**src/rtl/core/r2k_pkg.sv**
```systemverilog
// ============================================================================
// Romaji to kana package
// Shared types and the romaji key table. Table lookups are written as
// functions over upper-case folded ASCII.
// ============================================================================
`default_nettype none

package r2k_pkg;

   // Depth of the lookahead window; equals the longest romaji key.
   localparam int unsigned MaxKeyLen = 4;

   // Input item: one UTF-16 code unit and the end-of-string flag.
   typedef struct packed {
      logic [15:0] char_code;
      logic        last_char;
   } req_type;

   // Result item.
   typedef struct packed {
      logic [15:0] out_code;
      logic        from_table;
      logic        run_last;
      logic        string_end;
   } rsp_type;

   // Queued unit: original code, folded ASCII (zero if not ASCII) and flag.
   typedef struct packed {
      logic [15:0] code;
      logic [7:0]  fold;
      logic        last;
   } unit_type;

   // One table hit: up to two kana units, second is zero when unused.
   typedef struct packed {
      logic        hit;
      logic [15:0] first;
      logic [15:0] second;
   } kana_type;

   // Result of a greedy lookup over the whole window.
   typedef struct packed {
      logic        hit;
      logic [2:0]  len;
      logic [15:0] first;
      logic [15:0] second;
   } match_type;

   // Back-end sequencer states.
   typedef enum logic [1:0] {
      S_IDLE,
      S_DECIDE,
      S_SECOND
   } state_type;

   // Hiragana codes used in several keys.
   localparam logic [15:0] KanaSmallYa = 16'h3083;
   localparam logic [15:0] KanaSmallYu = 16'h3085;
   localparam logic [15:0] KanaSmallYo = 16'h3087;
   localparam logic [15:0] KanaSmallTsu = 16'h3063;

   // Fold a UTF-16 unit to an upper-case ASCII byte; non-ASCII gives zero.
   function automatic logic [7:0] fold_unit(input logic [15:0] u);
      logic [7:0] b;
      b = u[7:0];
      if (u[15:7] != 9'd0) begin
         fold_unit = 8'h00;
      end else if (b >= 8'h61 && b <= 8'h7A) begin
         fold_unit = b - 8'h20;
      end else begin
         fold_unit = b;
      end
   endfunction

   function automatic kana_type kana(input logic [15:0] f, input logic [15:0] s);
      kana_type k;
      k.hit    = 1'b1;
      k.first  = f;
      k.second = s;
      kana = k;
   endfunction

   // Three-letter keys.
   function automatic kana_type key3(input logic [23:0] t);
      kana_type k;
      k = '0;
      case (t)
         "XYA": k = kana(16'h3083, 16'h0000);
         "XYU": k = kana(16'h3085, 16'h0000);
         "XYO": k = kana(16'h3087, 16'h0000);
         "SHI": k = kana(16'h3057, 16'h0000);
         "CHI": k = kana(16'h3061, 16'h0000);
         "TSU": k = kana(16'h3064, 16'h0000);
         "KYA": k = kana(16'h304D, KanaSmallYa);
         "KYU": k = kana(16'h304D, KanaSmallYu);
         "KYO": k = kana(16'h304D, KanaSmallYo);
         "GYA": k = kana(16'h304E, KanaSmallYa);
         "GYU": k = kana(16'h304E, KanaSmallYu);
         "GYO": k = kana(16'h304E, KanaSmallYo);
         "SHA": k = kana(16'h3057, KanaSmallYa);
         "SHU": k = kana(16'h3057, KanaSmallYu);
         "SHO": k = kana(16'h3057, KanaSmallYo);
         "ZYA": k = kana(16'h3058, KanaSmallYa);
         "ZYU": k = kana(16'h3058, KanaSmallYu);
         "ZYO": k = kana(16'h3058, KanaSmallYo);
         "CHA": k = kana(16'h3061, KanaSmallYa);
         "CHU": k = kana(16'h3061, KanaSmallYu);
         "CHO": k = kana(16'h3061, KanaSmallYo);
         "NYA": k = kana(16'h306B, KanaSmallYa);
         "NYU": k = kana(16'h306B, KanaSmallYu);
         "NYO": k = kana(16'h306B, KanaSmallYo);
         "HYA": k = kana(16'h3072, KanaSmallYa);
         "HYU": k = kana(16'h3072, KanaSmallYu);
         "HYO": k = kana(16'h3072, KanaSmallYo);
         "BYA": k = kana(16'h3073, KanaSmallYa);
         "BYU": k = kana(16'h3073, KanaSmallYu);
         "BYO": k = kana(16'h3073, KanaSmallYo);
         "PYA": k = kana(16'h3074, KanaSmallYa);
         "PYU": k = kana(16'h3074, KanaSmallYu);
         "PYO": k = kana(16'h3074, KanaSmallYo);
         "MYA": k = kana(16'h307F, KanaSmallYa);
         "MYU": k = kana(16'h307F, KanaSmallYu);
         "MYO": k = kana(16'h307F, KanaSmallYo);
         "RYA": k = kana(16'h308A, KanaSmallYa);
         "RYU": k = kana(16'h308A, KanaSmallYu);
         "RYO": k = kana(16'h308A, KanaSmallYo);
         default: k = '0;
      endcase
      key3 = k;
   endfunction

   // Two-letter keys.
   function automatic kana_type key2(input logic [15:0] t);
      kana_type k;
      k = '0;
      case (t)
         "AA": k = kana(16'h3042, 16'h0000);
         "II": k = kana(16'h3044, 16'h0000);
         "UU": k = kana(16'h3046, 16'h0000);
         "EE": k = kana(16'h3048, 16'h0000);
         "OO": k = kana(16'h304A, 16'h0000);
         "XA": k = kana(16'h3041, 16'h0000);
         "XI": k = kana(16'h3043, 16'h0000);
         "XU": k = kana(16'h3045, 16'h0000);
         "XE": k = kana(16'h3047, 16'h0000);
         "XO": k = kana(16'h3049, 16'h0000);
         "KA": k = kana(16'h304B, 16'h0000);
         "KI": k = kana(16'h304D, 16'h0000);
         "KU": k = kana(16'h304F, 16'h0000);
         "KE": k = kana(16'h3051, 16'h0000);
         "KO": k = kana(16'h3053, 16'h0000);
         "GA": k = kana(16'h304C, 16'h0000);
         "GI": k = kana(16'h304E, 16'h0000);
         "GU": k = kana(16'h3050, 16'h0000);
         "GE": k = kana(16'h3052, 16'h0000);
         "GO": k = kana(16'h3054, 16'h0000);
         "SA": k = kana(16'h3055, 16'h0000);
         "SU": k = kana(16'h3059, 16'h0000);
         "SE": k = kana(16'h305B, 16'h0000);
         "SO": k = kana(16'h305D, 16'h0000);
         "ZA": k = kana(16'h3056, 16'h0000);
         "JI": k = kana(16'h3058, 16'h0000);
         "ZI": k = kana(16'h3058, 16'h0000);
         "ZU": k = kana(16'h305A, 16'h0000);
         "ZE": k = kana(16'h305C, 16'h0000);
         "ZO": k = kana(16'h305E, 16'h0000);
         "TA": k = kana(16'h305F, 16'h0000);
         "TE": k = kana(16'h3066, 16'h0000);
         "TO": k = kana(16'h3068, 16'h0000);
         "DA": k = kana(16'h3060, 16'h0000);
         "DI": k = kana(16'h3062, 16'h0000);
         "DU": k = kana(16'h3065, 16'h0000);
         "DE": k = kana(16'h3067, 16'h0000);
         "DO": k = kana(16'h3069, 16'h0000);
         "NA": k = kana(16'h306A, 16'h0000);
         "NI": k = kana(16'h306B, 16'h0000);
         "NU": k = kana(16'h306C, 16'h0000);
         "NE": k = kana(16'h306D, 16'h0000);
         "NO": k = kana(16'h306E, 16'h0000);
         "NN": k = kana(16'h3093, 16'h0000);
         "HA": k = kana(16'h306F, 16'h0000);
         "HI": k = kana(16'h3072, 16'h0000);
         "FU": k = kana(16'h3075, 16'h0000);
         "HU": k = kana(16'h3075, 16'h0000);
         "HE": k = kana(16'h3078, 16'h0000);
         "HO": k = kana(16'h307B, 16'h0000);
         "BA": k = kana(16'h3070, 16'h0000);
         "BI": k = kana(16'h3073, 16'h0000);
         "BU": k = kana(16'h3076, 16'h0000);
         "BE": k = kana(16'h3079, 16'h0000);
         "BO": k = kana(16'h307C, 16'h0000);
         "PA": k = kana(16'h3071, 16'h0000);
         "PI": k = kana(16'h3074, 16'h0000);
         "PU": k = kana(16'h3077, 16'h0000);
         "PE": k = kana(16'h307A, 16'h0000);
         "PO": k = kana(16'h307D, 16'h0000);
         "MA": k = kana(16'h307E, 16'h0000);
         "MI": k = kana(16'h307F, 16'h0000);
         "MU": k = kana(16'h3080, 16'h0000);
         "ME": k = kana(16'h3081, 16'h0000);
         "MO": k = kana(16'h3082, 16'h0000);
         "YA": k = kana(16'h3084, 16'h0000);
         "YU": k = kana(16'h3086, 16'h0000);
         "YO": k = kana(16'h3088, 16'h0000);
         "RA": k = kana(16'h3089, 16'h0000);
         "RI": k = kana(16'h308A, 16'h0000);
         "RU": k = kana(16'h308B, 16'h0000);
         "RE": k = kana(16'h308C, 16'h0000);
         "RO": k = kana(16'h308D, 16'h0000);
         "WA": k = kana(16'h308F, 16'h0000);
         "WI": k = kana(16'h3090, 16'h0000);
         "WE": k = kana(16'h3091, 16'h0000);
         "WO": k = kana(16'h3092, 16'h0000);
         "JA": k = kana(16'h3058, KanaSmallYa);
         "JU": k = kana(16'h3058, KanaSmallYu);
         "JO": k = kana(16'h3058, KanaSmallYo);
         default: k = '0;
      endcase
      key2 = k;
   endfunction

   // Greedy longest match over the folded window; only keys no longer
   // than the number of held units are tried.
   function automatic match_type lookup(input logic [31:0] win, input logic [2:0] top);
      match_type m;
      kana_type  k3;
      kana_type  k2;
      k3 = key3(win[31:8]);
      k2 = key2(win[31:16]);
      m  = '0;
      m.len = 3'd1;
      if (top >= 3'd4 && win == "XTSU") begin
         m = '{1'b1, 3'd4, KanaSmallTsu, 16'h0000};
      end else if (top >= 3'd3 && k3.hit) begin
         m = '{1'b1, 3'd3, k3.first, k3.second};
      end else if (top >= 3'd2 && k2.hit) begin
         m = '{1'b1, 3'd2, k2.first, k2.second};
      end
      lookup = m;
   endfunction

endpackage

`default_nettype wire

```
**src/rtl/core/r2k_front.sv**
```systemverilog
// ============================================================================
// Romaji to kana front end
// Accepts input items, folds each unit to upper-case ASCII and holds them
// in a short queue for the back end.
// ============================================================================
`default_nettype none

module r2k_front #(
   parameter int unsigned QUEUE_DEPTH = 4
) (
   input  wire logic             clock,
   input  wire logic             reset,
   input  wire logic             req_valid,
   output logic                  req_ready,
   input  wire r2k_pkg::req_type req_item,
   output logic                  pop_valid,
   input  wire logic             pop_ready,
   output r2k_pkg::unit_type     pop_item
);

   localparam int unsigned PtrW = (QUEUE_DEPTH > 1) ? $clog2(QUEUE_DEPTH) : 1;
   localparam int unsigned CntW = $clog2(QUEUE_DEPTH + 1);

   r2k_pkg::unit_type queue_ff [QUEUE_DEPTH];
   logic [PtrW-1:0] wr_ptr_ff, wr_ptr_in;
   logic [PtrW-1:0] rd_ptr_ff, rd_ptr_in;
   logic [CntW-1:0] count_ff, count_in;
   logic            push;
   logic            pop;
   r2k_pkg::unit_type push_item;

   // Handshakes and classification of the incoming unit.
   always_comb begin
      req_ready      = (count_ff != CntW'(QUEUE_DEPTH));
      pop_valid      = (count_ff != '0);
      pop_item       = queue_ff[rd_ptr_ff];
      push           = req_valid && req_ready;
      pop            = pop_valid && pop_ready;
      push_item.code = req_item.char_code;
      push_item.fold = r2k_pkg::fold_unit(req_item.char_code);
      push_item.last = req_item.last_char;
   end

   // Pointer and count updates with wraparound.
   always_comb begin
      wr_ptr_in = wr_ptr_ff;
      rd_ptr_in = rd_ptr_ff;
      if (push) begin
         wr_ptr_in = (wr_ptr_ff == PtrW'(QUEUE_DEPTH - 1)) ? '0 : wr_ptr_ff + 1'b1;
      end
      if (pop) begin
         rd_ptr_in = (rd_ptr_ff == PtrW'(QUEUE_DEPTH - 1)) ? '0 : rd_ptr_ff + 1'b1;
      end
      count_in = count_ff + CntW'(push) - CntW'(pop);
   end

   always_ff @(posedge clock) begin
      if (reset) begin
         wr_ptr_ff <= '0;
         rd_ptr_ff <= '0;
         count_ff  <= '0;
      end else begin
         wr_ptr_ff <= wr_ptr_in;
         rd_ptr_ff <= rd_ptr_in;
         count_ff  <= count_in;
      end
   end

   // Queue storage needs no reset.
   always_ff @(posedge clock) begin
      if (push) begin
         queue_ff[wr_ptr_ff] <= push_item;
      end
   end

endmodule

`default_nettype wire

```
**src/rtl/core/r2k_back.sv**
```systemverilog
// ============================================================================
// Romaji to kana back end
// Holds the lookahead window, makes greedy match decisions and emits
// results through a registered output; it takes no new unit mid-decision.
// ============================================================================
`default_nettype none

module r2k_back (
   input  wire logic              clock,
   input  wire logic              reset,
   input  wire logic              pop_valid,
   output logic                   pop_ready,
   input  wire r2k_pkg::unit_type pop_item,
   output logic                   rsp_valid,
   input  wire logic              rsp_ready,
   output r2k_pkg::rsp_type       rsp_item
);

   localparam int unsigned Win = r2k_pkg::MaxKeyLen;

   r2k_pkg::state_type state_ff, state_in;
   logic [2:0]  fill_ff, fill_in;
   logic        flush_ff, flush_in;
   logic [15:0] code_ff [Win];
   logic [15:0] code_in [Win];
   logic [7:0]  fold_ff [Win];
   logic [7:0]  fold_in [Win];
   logic [15:0] second_ff, second_in;
   logic        rsp_valid_ff, rsp_valid_in;
   r2k_pkg::rsp_type rsp_ff, rsp_in;

   logic               slot_free;
   logic               append;
   r2k_pkg::match_type m;
   logic [2:0]         used;
   logic [2:0]         fill_after;
   logic [2:0]         src;

   // Window lookup and consumption count.
   always_comb begin
      slot_free  = !rsp_valid_ff || rsp_ready;
      append     = (state_ff == r2k_pkg::S_IDLE) && pop_valid;
      m          = r2k_pkg::lookup({fold_ff[0], fold_ff[1], fold_ff[2], fold_ff[3]},
                                   fill_ff);
      used       = m.hit ? m.len : 3'd1;
      fill_after = fill_ff - used;
   end

   // Next state.
   always_comb begin
      state_in = state_ff;
      unique case (state_ff)
         r2k_pkg::S_IDLE: begin
            if (pop_valid && (pop_item.last || fill_ff == 3'(Win - 1))) begin
               state_in = r2k_pkg::S_DECIDE;
            end
         end
         r2k_pkg::S_DECIDE: begin
            if (slot_free) begin
               if (m.hit && m.second != 16'h0000) begin
                  state_in = r2k_pkg::S_SECOND;
               end else if (flush_ff && fill_after != 3'd0) begin
                  state_in = r2k_pkg::S_DECIDE;
               end else begin
                  state_in = r2k_pkg::S_IDLE;
               end
            end
         end
         r2k_pkg::S_SECOND: begin
            if (slot_free) begin
               if (flush_ff && fill_ff != 3'd0) begin
                  state_in = r2k_pkg::S_DECIDE;
               end else begin
                  state_in = r2k_pkg::S_IDLE;
               end
            end
         end
         default: state_in = r2k_pkg::S_IDLE;
      endcase
   end

   // Window, output register and flush flag updates.
   always_comb begin
      pop_ready    = (state_ff == r2k_pkg::S_IDLE);
      fill_in      = fill_ff;
      flush_in     = flush_ff;
      second_in    = second_ff;
      code_in      = code_ff;
      fold_in      = fold_ff;
      rsp_valid_in = rsp_valid_ff && !rsp_ready;
      rsp_in       = rsp_ff;
      src          = '0;
      if (append) begin
         code_in[fill_ff[1:0]] = pop_item.code;
         fold_in[fill_ff[1:0]] = pop_item.fold;
         fill_in               = fill_ff + 3'd1;
         flush_in              = pop_item.last;
      end
      if (state_ff == r2k_pkg::S_DECIDE && slot_free) begin
         // Emit the first unit of the decision and consume the key.
         rsp_valid_in       = 1'b1;
         rsp_in.out_code    = m.hit ? m.first : code_ff[0];
         rsp_in.from_table  = m.hit;
         rsp_in.run_last    = !(m.hit && m.second != 16'h0000) &&
                              (!flush_ff || fill_after == 3'd0);
         rsp_in.string_end  = rsp_in.run_last && flush_ff;
         second_in          = m.second;
         fill_in            = fill_after;
         for (int i = 0; i < Win; i++) begin
            src = 3'(i) + used;
            if (src < 3'(Win)) begin
               code_in[i] = code_ff[src[1:0]];
               fold_in[i] = fold_ff[src[1:0]];
            end
         end
      end
      if (state_ff == r2k_pkg::S_SECOND && slot_free) begin
         // Emit the second kana unit of a two-unit key.
         rsp_valid_in      = 1'b1;
         rsp_in.out_code   = second_ff;
         rsp_in.from_table = 1'b1;
         rsp_in.run_last   = !flush_ff || fill_ff == 3'd0;
         rsp_in.string_end = flush_ff && fill_ff == 3'd0;
      end
      if (state_in == r2k_pkg::S_IDLE) begin
         flush_in = 1'b0;
      end
      rsp_valid = rsp_valid_ff;
      rsp_item  = rsp_ff;
   end

   always_ff @(posedge clock) begin
      if (reset) begin
         state_ff     <= r2k_pkg::S_IDLE;
         fill_ff      <= '0;
         flush_ff     <= 1'b0;
         rsp_valid_ff <= 1'b0;
      end else begin
         state_ff     <= state_in;
         fill_ff      <= fill_in;
         flush_ff     <= flush_in;
         rsp_valid_ff <= rsp_valid_in;
      end
   end

   // Payload registers need no reset.
   always_ff @(posedge clock) begin
      code_ff   <= code_in;
      fold_ff   <= fold_in;
      second_ff <= second_in;
      rsp_ff    <= rsp_in;
   end

   // The window never holds more units than its depth.
   a_fill_bound: assert property (@(posedge clock) disable iff (reset)
      fill_ff <= 3'(Win))
      else $error("window fill exceeds its depth");

   // A decision is only made with at least one unit in the window.
   a_decide_nonempty: assert property (@(posedge clock) disable iff (reset)
      state_ff == r2k_pkg::S_DECIDE |-> fill_ff != 3'd0)
      else $error("decision on an empty window");

   // The end of a string is always the last result of its item.
   a_end_is_last: assert property (@(posedge clock) disable iff (reset)
      rsp_valid_ff && rsp_ff.string_end |-> rsp_ff.run_last)
      else $error("string end without run last");

   // Flushing never outlives the return to idle.
   a_flush_idle: assert property (@(posedge clock) disable iff (reset)
      state_ff == r2k_pkg::S_IDLE |-> !flush_ff)
      else $error("flush pending while idle");

endmodule

`default_nettype wire

```
**src/rtl/core/romaji_to_kana_greedy_match.sv**
```systemverilog
// ============================================================================
// Romaji to kana greedy match
// Top level: a queueing front end feeds a window and decision back end.
// ============================================================================
// Each input item is one UTF-16 unit of a string; the last unit carries
// last_char. Units enter a four-unit lookahead window, and whenever it is
// full (or the string ends) the longest romaji key at the window head is
// replaced by one or two hiragana units; unmatched units pass through
// unchanged. The back end moves each unit into the window, and after a
// decision it emits that decision's results in turn; at the end of a
// string it keeps deciding until the window is empty. A queue of
// QUEUE_DEPTH items lets the input side keep going while the back end
// works.
`default_nettype none

module romaji_to_kana_greedy_match #(
   parameter int unsigned QUEUE_DEPTH = 4
) (
   input  wire logic             clock,
   input  wire logic             reset,
   input  wire logic             req_valid,
   output logic                  req_ready,
   input  wire r2k_pkg::req_type req_item,
   output logic                  rsp_valid,
   input  wire logic             rsp_ready,
   output r2k_pkg::rsp_type      rsp_item
);

   logic              pop_valid;
   logic              pop_ready;
   r2k_pkg::unit_type pop_item;

   // Input queue with case folding.
   r2k_front #(
      .QUEUE_DEPTH(QUEUE_DEPTH)
   ) u_front (
      .clock    (clock),
      .reset    (reset),
      .req_valid(req_valid),
      .req_ready(req_ready),
      .req_item (req_item),
      .pop_valid(pop_valid),
      .pop_ready(pop_ready),
      .pop_item (pop_item)
   );

   // Window, matching and result output.
   r2k_back u_back (
      .clock    (clock),
      .reset    (reset),
      .pop_valid(pop_valid),
      .pop_ready(pop_ready),
      .pop_item (pop_item),
      .rsp_valid(rsp_valid),
      .rsp_ready(rsp_ready),
      .rsp_item (rsp_item)
   );

endmodule

`default_nettype wire

```
**config.mk**
```make
export PLATFORM = sky130hd
export DESIGN_NAME = romaji_to_kana_greedy_match
export DESIGN_NICKNAME = d
export VERILOG_FILES = /design/src/rtl/core/r2k_pkg.sv /design/src/rtl/core/r2k_front.sv /design/src/rtl/core/r2k_back.sv /design/src/rtl/core/romaji_to_kana_greedy_match.sv
export SDC_FILE = /design/constraint.sdc
export NUM_CORES = 1
export LEC_CHECK = 0
export BUFFER_PORTS_ARGS = -buffer_cell sky130_fd_sc_hd__buf_2
export CAP_MARGIN = 5
export CORE_MARGIN = 2
export CORE_UTILIZATION = 40
export DETAILED_ROUTE_END_ITERATION = 10
export PLACE_DENSITY = 0.65
export SYNTH_ARGS = -nofsm -noshare
export SYNTH_HDL_FRONTEND = slang
export SYNTH_SLANG_ARGS = --single-unit
```
**constraint.sdc**
```tcl
create_clock -name clock -period 4.7 [get_ports clock]
set_input_delay 0.235 -clock clock [delete_from_list [all_inputs] [get_ports clock]]
set_output_delay 0.235 -clock clock [all_outputs]
set_load 0.05 [all_outputs]
```
==> impl_metrics.tcl <==
set metrics [dict create \
    outcome "complete, no violations" \
    cts.reportedPaths.clkPinSlew_ps 70 \
    fraction_of_synthesized_cell_area_taken_by_the_top_area_cell_type_pct 33.92 \
    wire_per_inst_microns 22.48 \
    timing.clock.skew_ps 19.61 \
    wl_met2_mm 17.05 \
    clk_latency_worst_skew_pair_ps 530 \
    design.core.area_sq_um 31560 \
    grt_use_total_pct 22.77 \
    finalNetCount 1332 \
    setup_viol_count_final 0 \
    synthArstFlopShare_pct 0 \
    detail_route.wirelength.met1_mm 17.49 \
    critPathMaxFanout 8 \
    cap_viol_max_count 0 \
    ys_ff_latch 234 \
    ys_top_cells_by_area "edfxtp_1 (34%), dfxtp_1 (14%), mux2i_1 (5.5%)" \
    wl_mm 38.56 \
    fin_tns_setup_ps 0 \
    total_leakage_power_nw 5.468 \
    detailedRoute.firstIterationViolations 1133 \
    antenna_cells_inserted 0 \
    seq_area_frac_synth_pct 47.80 \
    final_min_period_over_clock_period_pct 93.34 \
    timing.critical_path.required_ps 5160 \
    rsz0062_at_grt "false" \
    final-max-slew-violation-count 0 \
    synth-edff-count 145 \
    top_layer "met4" \
    worstSetupEndpointType "flop" \
    worst_margin_pin_slew_ps 829.6 \
    place.detailed.instances 1654 \
    critPathLaunchType "flop" \
    worst_hold_check_path_type "in2reg" \
    dr.pass1.iters 5 \
    clockBufferDepth 3 \
    boundary_pins 42 \
    syn-num-nets 1260 \
    worstSetupPathType "reg2reg" \
    global_route_wire_length_before_repair_mm 59.42 \
    synth_largest_area_cell "edfxtp_1" \
    yosysWarningCount 0 \
    met3RoutedLength_mm 2.819 \
    drive_above_1_share_pct 18.43 \
    grt_max_degree 85 \
    finalHoldViolCount 0 \
    drc_errors 0 \
    final.min_clock_period_ps 4387 \
    ir_worst_vdd_v 0.0003229 \
    postCtsSetupRepairBufs 0 \
    cts_tree "built" \
    numClockSinks 234 \
    floorplan.initialDensity_pct 40.68 \
    synth_flop_cell "edfxtp_1" \
    critPathLaunch "u_back.fold_ff[28]" \
    synth.most_common_cell "nand2_1" \
    max_freq_mhz 228.0 \
    grt_antenna_before_repair 0 \
    grt_residual_overflow 0 \
    timing.rr.start "u_back.fold_ff[28]" \
    post_synth_instance_area_sq_um 12840 \
    cts_root_cell "clkbuf_16" \
    netlist_top_cells_count "nand2_1 (167), edfxtp_1 (145), dfxtp_1 (89)" \
    yosysUniqueCellTypes 88 \
    dp_hpwl_mm 27.60 \
    power_per_cell_area_nw_per_um2 622.7 \
    route.antenna.remaining_nets 0 \
    via_per_inst 6.171 \
    routabilityCongestion 0.9502 \
    cts.htree.levels 1 \
    post_synth.cell_area_avg_sq_um 10.50 \
    fin_cells 1715 \
    total_cts_buffers 24 \
    die_width_microns 183.1 \
    postSynthCellCount 1223 \
    slew_headroom_pct 43.94 \
    min_from "reset" \
    row_cnt 65 \
    port-buffer-count 41 \
    design.die.area_sq_um 33540 \
    area_overhead_of_the_layout_relative_to_synthesis_pct 14.10 \
    route.vias.total 10580 \
    floorplan.die.height_microns 183.1 \
    grt_pass1_vias 10060 \
    timing.critical_path.arrival_ps 4850 \
]
==> routing by layer <==
metal | up-vias | global-route usage [%]
li1 | 4827 | -
met1 | 5191 | 33.21
met2 | 478 | 34.82
met3 | 87 | 3.713
met4 | 0 | 6.912
met5 | - | 0
==> where the power goes <==
group,switching (mW),total [mW],internal (mW)
clock network,0.819,1.83,1.01
logic,2.28,3.93,1.65
registers,0.562,3.36,2.80
total,3.66,9.12,5.46
==> cell type report <==
cell class / count / area (sq um)
fillers: 2915 / 16910
multi-input cells: 885 / 6225
flip-flops and latches: 234 / 6137
repair buffers: 132 / 955.9
clock buffers: 28 / 615.6
well taps: 402 / 503.0
clock inverters: 16 / 142.6
inverters: 18 / 67.56
==> cell usage in the layout, fill, tap and decap left out, types with 25 or more instances in the layout <==
cell type / instances
buf_4: 72
dfxtp_1: 88
o21ai_0: 32
mux4_2: 25
nand3_1: 37
nor4_1: 25
a21oi_1: 82
nand2_1: 167
nor3_1: 26
edfxtp_1: 145
o21ai_1: 26
nor2_1: 60
a31oi_1: 30
mux2i_1: 71
buf_2: 41
==> worst max-delay path, cell delays in order, from the launching register on <==
cell	delay [ps]
dfxtp_1	430
or4b_4	590
or3_1	590
nor2_1	310
nor4_1	100
buf_4	160
and4_1	230
a41oi_2	260
inv_1	70
ha_1	220
fa_1	450
nand3_1	120
nand2_1	60
a31oi_1	220
a31oi_1	110
a211oi_1	250
o21a_1	160
==> path summary, 6_finish.rpt <==
path / depth (start not counted) / slack, ps / end
hold reg to reg: 2 / 490 / u_back.code_ff[61]
setup reg to reg: 16 / 310 / u_back.flush_ff
hold / removal: 2 / 90 / u_front.wr_ptr_ff[1]
setup / recovery: 16 / 310 / u_back.flush_ff
==> timing repair <==
action,in CTS,in global routing
gates resized for setup,0,5
endpoints found under the hold margin,68,0
setup endpoints to repair,0,2
hold buffers,17,0
==> cells by family (layout without fill, tap and decap cells) <==
family / after synthesis / in the layout / share of synthesized area, %
compound gates: 283 / 283 / 14.84
xor+xnor: 10 / 10 / 0.7895
fa+ha+maj: 16 / 16 / 1.677
buf+inv: 104 / 194 / 4.123
flops: 234 / 234 / 47.80
mux: 120 / 120 / 12.03
simple gates: 456 / 456 / 18.74
==> through the flow <==
stage                     instance area [sq um]  utilization [%]  setup slack, ps  hold WS, ps  power (mW)
final                                     14650            46.42            313.2        89.15       9.120
after global routing                      14650            46.42           0.8713        94.12       9.638
after CTS                                 14620            46.32            343.4        79.81       9.088
after detailed placement                  13690            43.38            404.9        466.1       7.248
after global placement                    13690            43.38            361.7        446.5       7.186
after floorplan                           12840                -            646.9        319.2       6.100
Note: power is estimated with default switching activity, not from simulation.
